$ cat config.mk
export PLATFORM = sky130hd
export DESIGN_NAME = ata_taskfile_command_builder
export DESIGN_NICKNAME = d
export VERILOG_FILES = /design/src/hdl/atcb_pkg.sv /design/src/hdl/atcb_div_stage.sv /design/src/hdl/atcb_divider.sv /design/src/hdl/atcb_emitter.sv /design/src/hdl/ata_taskfile_command_builder.sv
export SDC_FILE = /design/constraint.sdc
export NUM_CORES = 1
export LEC_CHECK = 0
export BUFFER_PORTS_ARGS = -buffer_cell sky130_fd_sc_hd__buf_4
export CORE_MARGIN = 2
export CORE_UTILIZATION = 25
export CTS_CLUSTER_SIZE = 25
export DETAILED_ROUTE_END_ITERATION = 6
export HOLD_SLACK_MARGIN = 0.02
export PLACE_DENSITY_LB_ADDON = 0.2
export SETUP_SLACK_MARGIN = 0.5
export SYNTH_ARGS = -nofsm -noshare
export SYNTH_HDL_FRONTEND = slang
export SYNTH_HIERARCHICAL = 1
export SYNTH_SLANG_ARGS = --single-unit
$ cat constraint.sdc
create_clock -name clk_i -period 11.5 [get_ports clk_i]
set_input_delay 3.45 -clock clk_i [delete_from_list [all_inputs] [get_ports clk_i]]
set_output_delay 3.45 -clock clk_i [all_outputs]
set_load 0.01 [all_outputs]
$ cat src/hdl/atcb_pkg.sv
// Package for the ATA task-file command builder.
// Holds field widths, register and opcode codes, reset values and shared types.
// No dependencies.
`timescale 1ns / 1ps
`default_nettype none

package atcb_pkg;

  // Field widths.
  localparam int unsigned AddrW   = 28;
  localparam int unsigned ByteW   = 8;
  localparam int unsigned HeadW   = 5;
  localparam int unsigned CylW    = 16;
  localparam int unsigned ReqW    = 2;
  localparam int unsigned IdxW    = 3;
  localparam int unsigned CfgIdxW = 3;

  // Divider pipeline shape: quotient bits resolved per stage, and stage count.
  localparam int unsigned StageBits = 4;
  localparam int unsigned NumStages = AddrW / StageBits;

  // Request kinds; anything else is a bad command.
  localparam logic [ReqW-1:0] ReqRead  = 2'd0;
  localparam logic [ReqW-1:0] ReqWrite = 2'd1;

  // Task-file register indexes, in the order they are written.
  localparam logic [IdxW-1:0] RegControl = 3'd0;
  localparam logic [IdxW-1:0] RegCount   = 3'd1;
  localparam logic [IdxW-1:0] RegSector  = 3'd2;
  localparam logic [IdxW-1:0] RegCylLow  = 3'd3;
  localparam logic [IdxW-1:0] RegCylHigh = 3'd4;
  localparam logic [IdxW-1:0] RegSelect  = 3'd5;
  localparam logic [IdxW-1:0] RegCommand = 3'd6;
  localparam logic [IdxW-1:0] RegNone    = 3'd7;

  // Configuration register indexes.
  localparam logic [CfgIdxW-1:0] CfgUseLba      = 3'd0;
  localparam logic [CfgIdxW-1:0] CfgSectPerTrk  = 3'd1;
  localparam logic [CfgIdxW-1:0] CfgHeads       = 3'd2;
  localparam logic [CfgIdxW-1:0] CfgSelectBase  = 3'd3;
  localparam logic [CfgIdxW-1:0] CfgControlByte = 3'd4;
  localparam logic [CfgIdxW-1:0] CfgMultCount   = 3'd5;

  // Command opcodes.
  localparam logic [ByteW-1:0] OpRead       = 8'h20;
  localparam logic [ByteW-1:0] OpReadMulti  = 8'hC4;
  localparam logic [ByteW-1:0] OpWrite      = 8'h30;
  localparam logic [ByteW-1:0] OpWriteMulti = 8'hC5;

  // Configuration reset values.
  localparam logic             RstUseLba      = 1'b0;
  localparam logic [ByteW-1:0] RstSectPerTrk  = 8'd63;
  localparam logic [HeadW-1:0] RstHeads       = 5'd16;
  localparam logic [ByteW-1:0] RstSelectBase  = 8'd160;
  localparam logic [ByteW-1:0] RstControlByte = 8'd8;
  localparam logic [ByteW-1:0] RstMultCount   = 8'd0;

  // Configuration bundle; divisors are stored with zero already mapped to one.
  typedef struct packed {
    logic             use_lba;
    logic [ByteW-1:0] sect_per_trk;
    logic [HeadW-1:0] heads;
    logic [ByteW-1:0] select_base;
    logic [ByteW-1:0] control_byte;
    logic [ByteW-1:0] multi_cnt;
  } cfg_t;

  // One request as it travels through the divider pipeline.
  typedef struct packed {
    logic [ReqW-1:0]  req_type;
    logic [AddrW-1:0] block;
    logic [ByteW-1:0] sector_count;
    logic [ByteW-1:0] rem_sect;
    logic [HeadW-1:0] rem_head;
    logic [CylW-1:0]  cyl;
  } item_t;

endpackage

`default_nettype wire

$ cat src/hdl/atcb_div_stage.sv
// One stage of the CHS divider pipeline: four restoring steps of both divisions.
// Depends on atcb_pkg for the item type and widths.
`timescale 1ns / 1ps
`default_nettype none

module atcb_div_stage (
  input  wire logic                          clk_i,
  input  wire logic                          rst_ni,
  input  wire logic                          in_valid_i,
  output      logic                          in_ready_o,
  input  wire atcb_pkg::item_t               in_item_i,
  input  wire logic [atcb_pkg::StageBits-1:0] blk_bits_i,
  input  wire logic [atcb_pkg::ByteW-1:0]     spt_i,
  input  wire logic [atcb_pkg::HeadW-1:0]     nh_i,
  output      logic                          out_valid_o,
  input  wire logic                          out_ready_i,
  output      atcb_pkg::item_t               out_item_o
);

  logic            valid_q, valid_d;
  atcb_pkg::item_t item_q, item_d;

  // Sector division feeds its quotient bits, MSB first, straight into the
  // head division, so the track number is never stored.
  always_comb begin
    logic [atcb_pkg::ByteW:0] t_sect;
    logic [atcb_pkg::HeadW:0] t_head;
    logic                     q_bit;
    item_d = in_item_i;
    for (int j = 0; j < atcb_pkg::StageBits; j++) begin
      t_sect = {item_d.rem_sect, blk_bits_i[atcb_pkg::StageBits-1-j]};
      if (t_sect >= {1'b0, spt_i}) begin
        item_d.rem_sect = atcb_pkg::ByteW'(t_sect - {1'b0, spt_i});
        q_bit           = 1'b1;
      end else begin
        item_d.rem_sect = t_sect[atcb_pkg::ByteW-1:0];
        q_bit           = 1'b0;
      end
      t_head = {item_d.rem_head, q_bit};
      if (t_head >= {1'b0, nh_i}) begin
        item_d.rem_head = atcb_pkg::HeadW'(t_head - {1'b0, nh_i});
        item_d.cyl      = {item_d.cyl[atcb_pkg::CylW-2:0], 1'b1};
      end else begin
        item_d.rem_head = t_head[atcb_pkg::HeadW-1:0];
        item_d.cyl      = {item_d.cyl[atcb_pkg::CylW-2:0], 1'b0};
      end
    end
  end

  // The stage takes a new transaction when empty or when its content moves on.
  assign in_ready_o = !valid_q || out_ready_i;
  assign valid_d    = in_ready_o ? in_valid_i : valid_q;

  always_ff @(posedge clk_i or negedge rst_ni) begin
    if (!rst_ni) begin
      valid_q <= 1'b0;
    end else begin
      valid_q <= valid_d;
    end
  end

  always_ff @(posedge clk_i) begin
    if (in_valid_i && in_ready_o) begin
      item_q <= item_d;
    end
  end

  assign out_valid_o = valid_q;
  assign out_item_o  = item_q;

endmodule

`default_nettype wire

$ cat src/hdl/atcb_divider.sv
// Chain of divider stages that resolves sector, head and cylinder for CHS mode.
// Depends on atcb_pkg and atcb_div_stage.
`timescale 1ns / 1ps
`default_nettype none

module atcb_divider (
  input  wire logic                      clk_i,
  input  wire logic                      rst_ni,
  input  wire logic                      in_valid_i,
  output      logic                      in_ready_o,
  input  wire atcb_pkg::item_t           in_item_i,
  input  wire logic [atcb_pkg::ByteW-1:0] spt_i,
  input  wire logic [atcb_pkg::HeadW-1:0] nh_i,
  output      logic                      out_valid_o,
  input  wire logic                      out_ready_i,
  output      atcb_pkg::item_t           out_item_o
);

  logic            valid_c [atcb_pkg::NumStages+1];
  logic            ready_c [atcb_pkg::NumStages+1];
  atcb_pkg::item_t item_c  [atcb_pkg::NumStages+1];

  assign valid_c[0]  = in_valid_i;
  assign item_c[0]   = in_item_i;
  assign in_ready_o  = ready_c[0];

  // Stage s consumes the next StageBits address bits, most significant first.
  for (genvar s = 0; s < atcb_pkg::NumStages; s++) begin : g_stage
    atcb_div_stage u_stage (
      .clk_i       (clk_i),
      .rst_ni      (rst_ni),
      .in_valid_i  (valid_c[s]),
      .in_ready_o  (ready_c[s]),
      .in_item_i   (item_c[s]),
      .blk_bits_i  (item_c[s].block[atcb_pkg::AddrW-1-atcb_pkg::StageBits*s -:
                                    atcb_pkg::StageBits]),
      .spt_i       (spt_i),
      .nh_i        (nh_i),
      .out_valid_o (valid_c[s+1]),
      .out_ready_i (ready_c[s+1]),
      .out_item_o  (item_c[s+1])
    );
  end

  assign ready_c[atcb_pkg::NumStages] = out_ready_i;
  assign out_valid_o = valid_c[atcb_pkg::NumStages];
  assign out_item_o  = item_c[atcb_pkg::NumStages];

endmodule

`default_nettype wire

$ cat src/hdl/atcb_emitter.sv
// Holds one finished request and emits its seven register writes, one a cycle while the receiver is ready.
// Depends on atcb_pkg for codes, opcodes and the item and config types.
`timescale 1ns / 1ps
`default_nettype none

module atcb_emitter (
  input  wire logic                     clk_i,
  input  wire logic                     rst_ni,
  input  wire atcb_pkg::cfg_t           cfg_i,
  input  wire logic                     in_valid_i,
  output      logic                     in_ready_o,
  input  wire atcb_pkg::item_t          in_item_i,
  output      logic                     out_valid_o,
  input  wire logic                     out_ready_i,
  output      logic [atcb_pkg::IdxW-1:0]  reg_index_o,
  output      logic [atcb_pkg::ByteW-1:0] reg_value_o,
  output      logic                     bad_command_o,
  output      logic                     last_write_o
);

  logic                        item_vld_q, item_vld_d;
  atcb_pkg::item_t             item_q;
  logic [atcb_pkg::IdxW-1:0]   beat_q, beat_d;
  logic                        out_vld_q, out_vld_d;
  logic [atcb_pkg::IdxW-1:0]   idx_q, idx_d;
  logic [atcb_pkg::ByteW-1:0]  val_q, val_d;
  logic                        bad_q, bad_d;
  logic                        last_q, last_d;
  logic                        load;
  logic                        last_beat;
  logic                        bad;
  logic [atcb_pkg::ByteW-1:0]  sect_v, lcyl_v, hcyl_v, sel_v, op_v;

  // A result moves into the output register whenever that register is free.
  assign load       = item_vld_q && (!out_vld_q || out_ready_i);
  assign last_beat  = (beat_q == atcb_pkg::RegCommand);
  assign in_ready_o = !item_vld_q || (load && last_beat);

  // Address bytes for the two addressing modes.
  always_comb begin
    if (cfg_i.use_lba) begin
      sect_v = item_q.block[7:0];
      lcyl_v = item_q.block[15:8];
      hcyl_v = item_q.block[23:16];
      sel_v  = {4'b0000, item_q.block[27:24]} | cfg_i.select_base;
    end else begin
      sect_v = atcb_pkg::ByteW'(item_q.rem_sect + 8'd1);
      lcyl_v = item_q.cyl[7:0];
      hcyl_v = item_q.cyl[15:8];
      sel_v  = {3'b000, item_q.rem_head} | cfg_i.select_base;
    end
  end

  // Opcode choice: multiple-sector commands when a multiple count is set.
  always_comb begin
    bad = 1'b0;
    case (item_q.req_type)
      atcb_pkg::ReqRead: begin
        op_v = (cfg_i.multi_cnt != 8'd0) ? atcb_pkg::OpReadMulti : atcb_pkg::OpRead;
      end
      atcb_pkg::ReqWrite: begin
        op_v = (cfg_i.multi_cnt != 8'd0) ? atcb_pkg::OpWriteMulti : atcb_pkg::OpWrite;
      end
      default: begin
        op_v = 8'd0;
        bad  = 1'b1;
      end
    endcase
  end

  // Result for the current beat.
  always_comb begin
    idx_d  = beat_q;
    bad_d  = bad;
    last_d = 1'b0;
    unique case (beat_q)
      atcb_pkg::RegControl: val_d = cfg_i.control_byte;
      atcb_pkg::RegCount:   val_d = item_q.sector_count;
      atcb_pkg::RegSector:  val_d = sect_v;
      atcb_pkg::RegCylLow:  val_d = lcyl_v;
      atcb_pkg::RegCylHigh: val_d = hcyl_v;
      atcb_pkg::RegSelect:  val_d = sel_v;
      atcb_pkg::RegCommand: begin
        last_d = 1'b1;
        val_d  = op_v;
        if (bad) begin
          idx_d = atcb_pkg::RegNone;
        end
      end
      default: val_d = 8'd0;
    endcase
  end

  // Beat counter, item slot and output register control.
  always_comb begin
    beat_d     = beat_q;
    item_vld_d = item_vld_q;
    out_vld_d  = out_vld_q;
    if (load) begin
      beat_d    = last_beat ? atcb_pkg::RegControl : atcb_pkg::IdxW'(beat_q + 3'd1);
      out_vld_d = 1'b1;
      if (last_beat) begin
        item_vld_d = 1'b0;
      end
    end else if (out_ready_i) begin
      out_vld_d = 1'b0;
    end
    if (in_valid_i && in_ready_o) begin
      item_vld_d = 1'b1;
    end
  end

  always_ff @(posedge clk_i or negedge rst_ni) begin
    if (!rst_ni) begin
      beat_q     <= atcb_pkg::RegControl;
      item_vld_q <= 1'b0;
      out_vld_q  <= 1'b0;
    end else begin
      beat_q     <= beat_d;
      item_vld_q <= item_vld_d;
      out_vld_q  <= out_vld_d;
    end
  end

  always_ff @(posedge clk_i) begin
    if (in_valid_i && in_ready_o) begin
      item_q <= in_item_i;
    end
    if (load) begin
      idx_q  <= idx_d;
      val_q  <= val_d;
      bad_q  <= bad_d;
      last_q <= last_d;
    end
  end

  assign out_valid_o   = out_vld_q;
  assign reg_index_o   = idx_q;
  assign reg_value_o   = val_q;
  assign bad_command_o = bad_q;
  assign last_write_o  = last_q;

endmodule

`default_nettype wire

$ cat src/hdl/ata_taskfile_command_builder.sv
// ATA task-file command builder, top level.
// Depends on atcb_pkg, atcb_divider and atcb_emitter.
//
// Usage: a request (req_type, block_address, sector_count) enters on the input
// valid/ready channel. Each request yields seven register-write transactions on
// the output channel: control, count, sector, cylinder low, cylinder high,
// drive/head, and then the command opcode (or index 7 with value 0 for a bad
// request kind); last_write_o marks the seventh.
// Path: an accepted request passes the seven divider stages, the emitter's item
// slot and its output register; the seven results then follow one per cycle
// while out_ready_i is high. A request is taken every cycle while in_ready_o is
// high into the 7-stage divider pipeline, but the sustained rate is set by the
// single output port that emits one register write per cycle. The next request
// is accepted while results of the previous one are still waiting.
// Configuration: cfg_we_i writes cfg_data_i to register cfg_idx_i; 6 and 7 are
// ignored. Users write only while the block is idle; it does not enforce this.
// Reset: all configuration registers return to their defaults and the pipeline
// and output register are emptied. When the receiver stalls, the current result
// holds and the pipeline fills, then in_ready_o drops; nothing is lost.
`timescale 1ns / 1ps
`default_nettype none

module ata_taskfile_command_builder (
  input  wire logic                         clk_i,
  input  wire logic                         rst_ni,
  input  wire logic                         cfg_we_i,
  input  wire logic [atcb_pkg::CfgIdxW-1:0] cfg_idx_i,
  input  wire logic [atcb_pkg::ByteW-1:0]   cfg_data_i,
  input  wire logic                         in_valid_i,
  output      logic                         in_ready_o,
  input  wire logic [atcb_pkg::ReqW-1:0]    req_type_i,
  input  wire logic [atcb_pkg::AddrW-1:0]   block_address_i,
  input  wire logic [atcb_pkg::ByteW-1:0]   sector_count_i,
  output      logic                         out_valid_o,
  input  wire logic                         out_ready_i,
  output      logic [atcb_pkg::IdxW-1:0]    reg_index_o,
  output      logic [atcb_pkg::ByteW-1:0]   reg_value_o,
  output      logic                         bad_command_o,
  output      logic                         last_write_o
);

  atcb_pkg::cfg_t  cfg_q, cfg_d;
  atcb_pkg::item_t in_item;
  logic            div_valid, div_ready;
  atcb_pkg::item_t div_item;

  // Configuration writes. A zero divisor acts as one, so it is stored as one.
  always_comb begin
    cfg_d = cfg_q;
    if (cfg_we_i) begin
      unique case (cfg_idx_i)
        atcb_pkg::CfgUseLba:      cfg_d.use_lba      = cfg_data_i[0];
        atcb_pkg::CfgSectPerTrk: begin
          cfg_d.sect_per_trk = (cfg_data_i == 8'd0) ? 8'd1 : cfg_data_i;
        end
        atcb_pkg::CfgHeads: begin
          cfg_d.heads = (cfg_data_i[atcb_pkg::HeadW-1:0] == 5'd0) ?
                        5'd1 : cfg_data_i[atcb_pkg::HeadW-1:0];
        end
        atcb_pkg::CfgSelectBase:  cfg_d.select_base  = cfg_data_i;
        atcb_pkg::CfgControlByte: cfg_d.control_byte = cfg_data_i;
        atcb_pkg::CfgMultCount:   cfg_d.multi_cnt    = cfg_data_i;
        default: ;
      endcase
    end
  end

  always_ff @(posedge clk_i or negedge rst_ni) begin
    if (!rst_ni) begin
      cfg_q.use_lba      <= atcb_pkg::RstUseLba;
      cfg_q.sect_per_trk <= atcb_pkg::RstSectPerTrk;
      cfg_q.heads        <= atcb_pkg::RstHeads;
      cfg_q.select_base  <= atcb_pkg::RstSelectBase;
      cfg_q.control_byte <= atcb_pkg::RstControlByte;
      cfg_q.multi_cnt    <= atcb_pkg::RstMultCount;
    end else begin
      cfg_q <= cfg_d;
    end
  end

  // Incoming request with cleared division state.
  always_comb begin
    in_item              = '0;
    in_item.req_type     = req_type_i;
    in_item.block        = block_address_i;
    in_item.sector_count = sector_count_i;
  end

  atcb_divider u_divider (
    .clk_i       (clk_i),
    .rst_ni      (rst_ni),
    .in_valid_i  (in_valid_i),
    .in_ready_o  (in_ready_o),
    .in_item_i   (in_item),
    .spt_i       (cfg_q.sect_per_trk),
    .nh_i        (cfg_q.heads),
    .out_valid_o (div_valid),
    .out_ready_i (div_ready),
    .out_item_o  (div_item)
  );

  atcb_emitter u_emitter (
    .clk_i         (clk_i),
    .rst_ni        (rst_ni),
    .cfg_i         (cfg_q),
    .in_valid_i    (div_valid),
    .in_ready_o    (div_ready),
    .in_item_i     (div_item),
    .out_valid_o   (out_valid_o),
    .out_ready_i   (out_ready_i),
    .reg_index_o   (reg_index_o),
    .reg_value_o   (reg_value_o),
    .bad_command_o (bad_command_o),
    .last_write_o  (last_write_o)
  );

  // Only the command slot, or the empty slot of a bad request, ends a run.
  assert property (@(posedge clk_i) disable iff (!rst_ni)
    (out_valid_o && last_write_o) |->
      (reg_index_o == atcb_pkg::RegCommand || reg_index_o == atcb_pkg::RegNone))
    else $error("last write on a register other than command or none");

  // The empty slot always carries value zero and the bad-command flag.
  assert property (@(posedge clk_i) disable iff (!rst_ni)
    (out_valid_o && reg_index_o == atcb_pkg::RegNone) |->
      (bad_command_o && last_write_o && reg_value_o == 8'd0))
    else $error("empty slot with wrong value or flags");

  // Within a run, results follow back to back in register order; a bad request
  // ends on the empty slot in place of the command register.
  assert property (@(posedge clk_i) disable iff (!rst_ni)
    (out_valid_o && out_ready_i && !last_write_o) |=>
      (out_valid_o && (reg_index_o == $past(reg_index_o) + 3'd1 ||
                       reg_index_o == atcb_pkg::RegNone)))
    else $error("register writes of a run out of order or interrupted");

  // A new run always starts at the control register.
  assert property (@(posedge clk_i) disable iff (!rst_ni)
    (out_valid_o && out_ready_i && last_write_o) |=>
      (!out_valid_o || reg_index_o == atcb_pkg::RegControl))
    else $error("run did not start with the control register");

endmodule

`default_nettype wire

# Yosys cells after proc, flatten, opt, wreduce, memory -nomap -nowiden
# Index checks and enable logic that the tools add are counted.
# Widths: inputs -> output; s select.
dict set report classes {
  add_sub_neg 58
  mul 0
  n_div 0
  magnitude_cmp 56
  n_eq_ne 12
  shift 0
  mux 104
  bitwise 2
  reduce_logical 45
}
# operator n
set op_table {}
lappend op_table {{$mux 21} 28}
lappend op_table {{$mux 8} 35}
lappend op_table {{$ge 9x8->1} 27}
lappend op_table {{$sub 8x8->8} 27}
lappend op_table {{$ge 6x5->1} 27}
lappend op_table {{$sub 5x5->5} 27}
lappend op_table {{$pmux 8 s7} 1}
lappend op_table {{$mux 1} 35}
lappend op_table {{$pmux 8 s2} 1}
lappend op_table {{$eq 3x3->1 const B} 5}
lappend op_table {{$reduce_and 2->1} 7}
lappend op_table {{$eq 3x2->1 const B} 4}
lappend op_table {{$logic_and 1x1->1} 10}
lappend op_table {{$logic_not 1->1} 9}
lappend op_table {{$logic_or 1x1->1} 9}
lappend op_table {{$mux 3} 3}
lappend op_table {{$add 8x1->8 const B} 1}
lappend op_table {{$ge 1x8->1} 1}
lappend op_table {{$logic_not 8->1} 1}
lappend op_table {{$or 4x8->8} 1}
lappend op_table {{$or 5x8->8} 1}
lappend op_table {{$reduce_bool 8->1} 1}
lappend op_table {{$sub 1x8->8} 1}
lappend op_table {{$eq 3x1->1 const B} 2}
lappend op_table {{other kinds (10)} 13}
dict set report word_totals {
  regBits 593
  latchBits 0
  ram_bits 0
  romBits 0
  input_bits 54
  out_inout_bits 15
  wordCells 345
  n_memories 0
}

# Longest topological paths before layout
dict set report depth {
  word_depth 13
  ltp_mapped 49
  mapped_depth_nobuf 46
}

# By module
# The synthesis kept the hierarchy.
# module n_inst cells_each area_per_inst_um2 seq_area_each_um2
set modules_own_cells {}
lappend modules_own_cells {{atcb_div_stage at u_divider.g_stage[3].u_stage ...} 2 418 4833.4 2037.0}
lappend modules_own_cells {{atcb_div_stage at u_divider.g_stage[4].u_stage} 1 418 4887.2 2037.0}
lappend modules_own_cells {{atcb_div_stage at u_divider.g_stage[0].u_stage} 1 427 4844.6 2037.0}
lappend modules_own_cells {{atcb_div_stage at u_divider.g_stage[6].u_stage} 1 419 4807.1 2037.0}
lappend modules_own_cells {{atcb_div_stage at u_divider.g_stage[1].u_stage} 1 432 4797.1 2037.0}
lappend modules_own_cells {{atcb_div_stage at u_divider.g_stage[2].u_stage} 1 409 4785.8 2037.0}
lappend modules_own_cells {atcb_emitter 1 236 3629.7 2527.4}
lappend modules_own_cells {ata_taskfile_command_builder 1 93 1521.5 963.4}

# Worst setup path after synthesis
# OpenSTA, ideal clock, no wires.
dict set report synth_path {
  path_type {in2reg}
  start {in block_address_i[27] (netlist name)}
  end {reg u_divider.g_stage[0].u_stage.item_q (netlist bit u_divider/g_stage[0].u_stage/out_item_o[18]), data pin}
  setup_time_ns 0.260
  arrival_ns 11.739
  required_time_ns 11.240
  path_slack_ns -0.499
  path_stages 45
  path_buffers 3
  path_cell_list {inv_1 > ha_1 > nand2b_1 > a21oi_2 > o221ai_2 > nand2_1 > clkbuf_1 > nand2_1 > o21ai_0 > inv_1 > ha_1 > nor2b_1 > o21a_1 > o21ai_0 > a21o_1 > and3_1 > buf_2 > nor2_1 > [... 9 more ...] > buf_2 > mux2i_1 > ha_1 > and3_1 > a221o_1 > a21o_1 > a21o_1 > o22ai_1 > a21boi_4 > ha_1 > fa_1 > nor2b_1 > o21ai_0 > nand2b_1 > a41o_1 > a21oi_1 > nand2_4 > mux2_4}
}
# item line_no
set synth_lines {}
lappend synth_lines {{start, declared} ata_taskfile_command_builder.sv:32} ;# input wire logic [atcb_pkg::AddrW-1:0] block_address_i,
lappend synth_lines {{end signal, assigned} atcb_div_stage.sv:64} ;# item_q <= item_d;
lappend synth_lines {{end, declared} atcb_div_stage.sv:21} ;# atcb_pkg::item_t item_q, item_d;

==> flow_metrics.tcl <==
set metrics [dict create \
    via_per_inst 4.62 \
    rsz0062_at_grt "false" \
    floorplan.rows 140 \
    diodes 0 \
    boundaryPins 69 \
    status "finished clean" \
    fin_skew_ns 0.0590 \
    wire_length_of_the_first_global_routing_pass_mm 149 \
    htree_levels 2 \
    routedWlPerCell_um 17.9 \
    cp_max_fo 7 \
    grt.met1_usage 0.174 \
    gp_congestion 0.814 \
    critical-path-slowest-cell "fa_2" \
    worst_slew_pin_slew_ns 1.07 \
    routed-via-count 24661 \
    ys.warnings.count 6 \
    drt.antenna.violating_nets 0 \
    die_height_um 387 \
    hpwl_mm 72.2 \
    track_usage 0.126 \
    cp_common_cell "a21o_1" \
    drtPass1Iterations 5 \
    max_freq_ghz 0.0947 \
    drive_above_1_share 0.182 \
    setup.worst_path.end_class "flip-flop" \
    fin_area_sq_um 42300 \
    fin_nets 3847 \
    wirelength_mm 95.6 \
    clk_sink_count 527 \
    worst_setup_path_start_kind "input port" \
    gr-max-usage-layer "met2" \
    gr-usage-met3 0.0144 \
    coreArea_sq_um 146000 \
    cts_root_buf "clkbuf_16" \
    gate_count_post_synth 3194 \
    maximum_number_of_pins_on_one_net_before_global_route_repair 68 \
    number_of_global_route_vias_before_repair 25024 \
    clk-insertion-delay-late_ns 0.67 \
    clk_pin_slew_worst_paths_ns 0.06 \
    critPathArrivalTime_ns 10.92 \
    multi_input_comb_area_sq_um 20200 \
    initial_utilization 0.252 \
    slowest_delay_ns 0.43 \
    finalSetupViolCount 0 \
    area_delta_synth_final_pct 15.0 \
    antenna_violations_before_repair 6 \
    cts-buffers-inserted 58 \
    numPortBuffers 68 \
    synth.avg_cell_area_sq_um 11.5 \
    final.period_utilization 0.918 \
    placedInstanceArea_sq_um 40100 \
    die-area_sq_um 150000 \
    max-clock-path-buffers 3 \
    sequential_cell_area_sq_um 15600 \
    worstHoldPathType "reg2reg" \
    ctsHoldBuffers 0 \
    worst_slew_margin_rel 0.285 \
    drt_drc_violations_left 0 \
    hold_violations 0 \
    die_w_um 387 \
    timing.final.max_slew_violations 0 \
    postLayoutCoreUtil 0.290 \
    grt.overflow.total 0 \
    setup.worst_path.class "in2reg" \
    fillerInstances 15112 \
    initialDrtViolationCount 1388 \
    post_synth_instance_area_sq_um 36800 \
    cp_data_required_time_ns 11.86 \
    met2_usage 0.210 \
    cap_viol_max_count 0 \
    layout_min_cycle_time_ns 10.56 \
    cts_tree "built" \
]
[registers in the layout, summed over array words and instances (netlist names)]
signal	count
u_divider/g_stage.u_stage/out_item_o	397
u_emitter/item_q	67
cfg_q	38
u_emitter/reg_value_o	8
u_divider/g_stage.u_stage/out_valid_o	7
u_emitter/beat_q	3
u_emitter/reg_index_o	3
u_emitter/bad_command_o	1
u_emitter/item_vld_q	1
u_emitter/last_write_o	1
u_emitter/out_valid_o	1
[area by class of cell]
type                       count  share of cell area
clock buffer                  64              0.0356
clock inverter                45              0.0101
inverter                     284              0.0254
multi-input combinational   2368               0.479
sequential                   527               0.369
tap                         1917              0.0567
timing repair buffer         132              0.0243
[cell usage in the layout (no fill, tap or decap), types with 13 or more instances in the layout]
cell type	count
and3_1	25
a21oi_1	138
mux2_4	35
nand3_1	53
a21oi_2	13
clkbuf_16	59
inv_1	275
ha_1	361
nor2b_1	67
a21o_1	95
a211oi_1	23
fa_1	54
a41o_1	15
nor3_1	35
xor2_1	60
o21bai_1	13
a31oi_1	30
nor2_1	144
o21a_1	38
edfxtp_1	477
conb_1	27
buf_4	129
or3_1	15
a211o_1	18
dfrtp_1	37
o21ai_0	129
xnor2_1	137
clkinv_1	13
nor3b_1	15
nand2_1	155
mux2_2	185
o221ai_1	16
nand2b_1	65
nand4_1	35
mux2i_1	61
[final timing paths]
path | start | to | slack [ns] | depth (start not counted)
worst max-delay path | block_address_i[27] | u_divider/g_stage[0].u_stage/out_item_o[18] | 0.94 | 42
worst min-delay path | u_divider/g_stage[6].u_stage/out_item_o[50] | u_emitter/item_q[50] | 0.37 | 0
worst max register to register | cfg_q[33] | u_divider/g_stage[3].u_stage/out_item_o[20] | 1.28 | 41
worst min register to register | u_divider/g_stage[6].u_stage/out_item_o[50] | u_emitter/item_q[50] | 0.37 | 0
max in group asynchronous | rst_ni | cfg_q[24] | 8.15 | 1
min in group asynchronous | rst_ni | u_divider/g_stage[0].u_stage/out_valid_o | 2.85 | 1
[per-layer routing]
metal / routed length (um) / vias up
li1: - / 12291
met1: 46700 / 12004
met2: 44600 / 256
met3: 2400 / 108
met4: 1860 / 2
met5: 13 / -
[critical path: cells and delay by family]
| family | cells | cell delay, ns |
|---|---|---|
| buffers and inverters | 4 | 0.29 |
| adder cells (fa/ha/maj) | 7 | 1.82 |
| AND/OR/NAND/NOR | 9 | 1.03 |
| AO/OA/AOI/OAI | 20 | 3.78 |
| multiplexers | 2 | 0.54 |
[per-stage QoR]
stage / hold WS [ns] / setup slack, ns / TNS (ns) / instances
after CTS: 0.373 / 0.570 / 0 / 5329
after global routing: 0.393 / 0.465 / 0 / 5337
after floorplan: 0.400 / 0.371 / 0 / 3220
after detailed placement: 0.405 / -0.0623 / -0.174 / 5220
final: 0.373 / 0.944 / 0 / 5337
after global placement: 0.400 / -0.0186 / -0.0537 / 5220
[timing repair]
| action | CTS | global route |
|---|---|---|
| setup buffers | 0 | 8 |
| gates resized for setup | 0 | 37 |
| hold endpoints to repair | 0 | 0 |
| endpoints found under the setup margin | 0 | 29 |
Power is left out: the tool's default activity adds up to more than one toggle a clock period on the data nets, which glitch-free logic cannot reach.
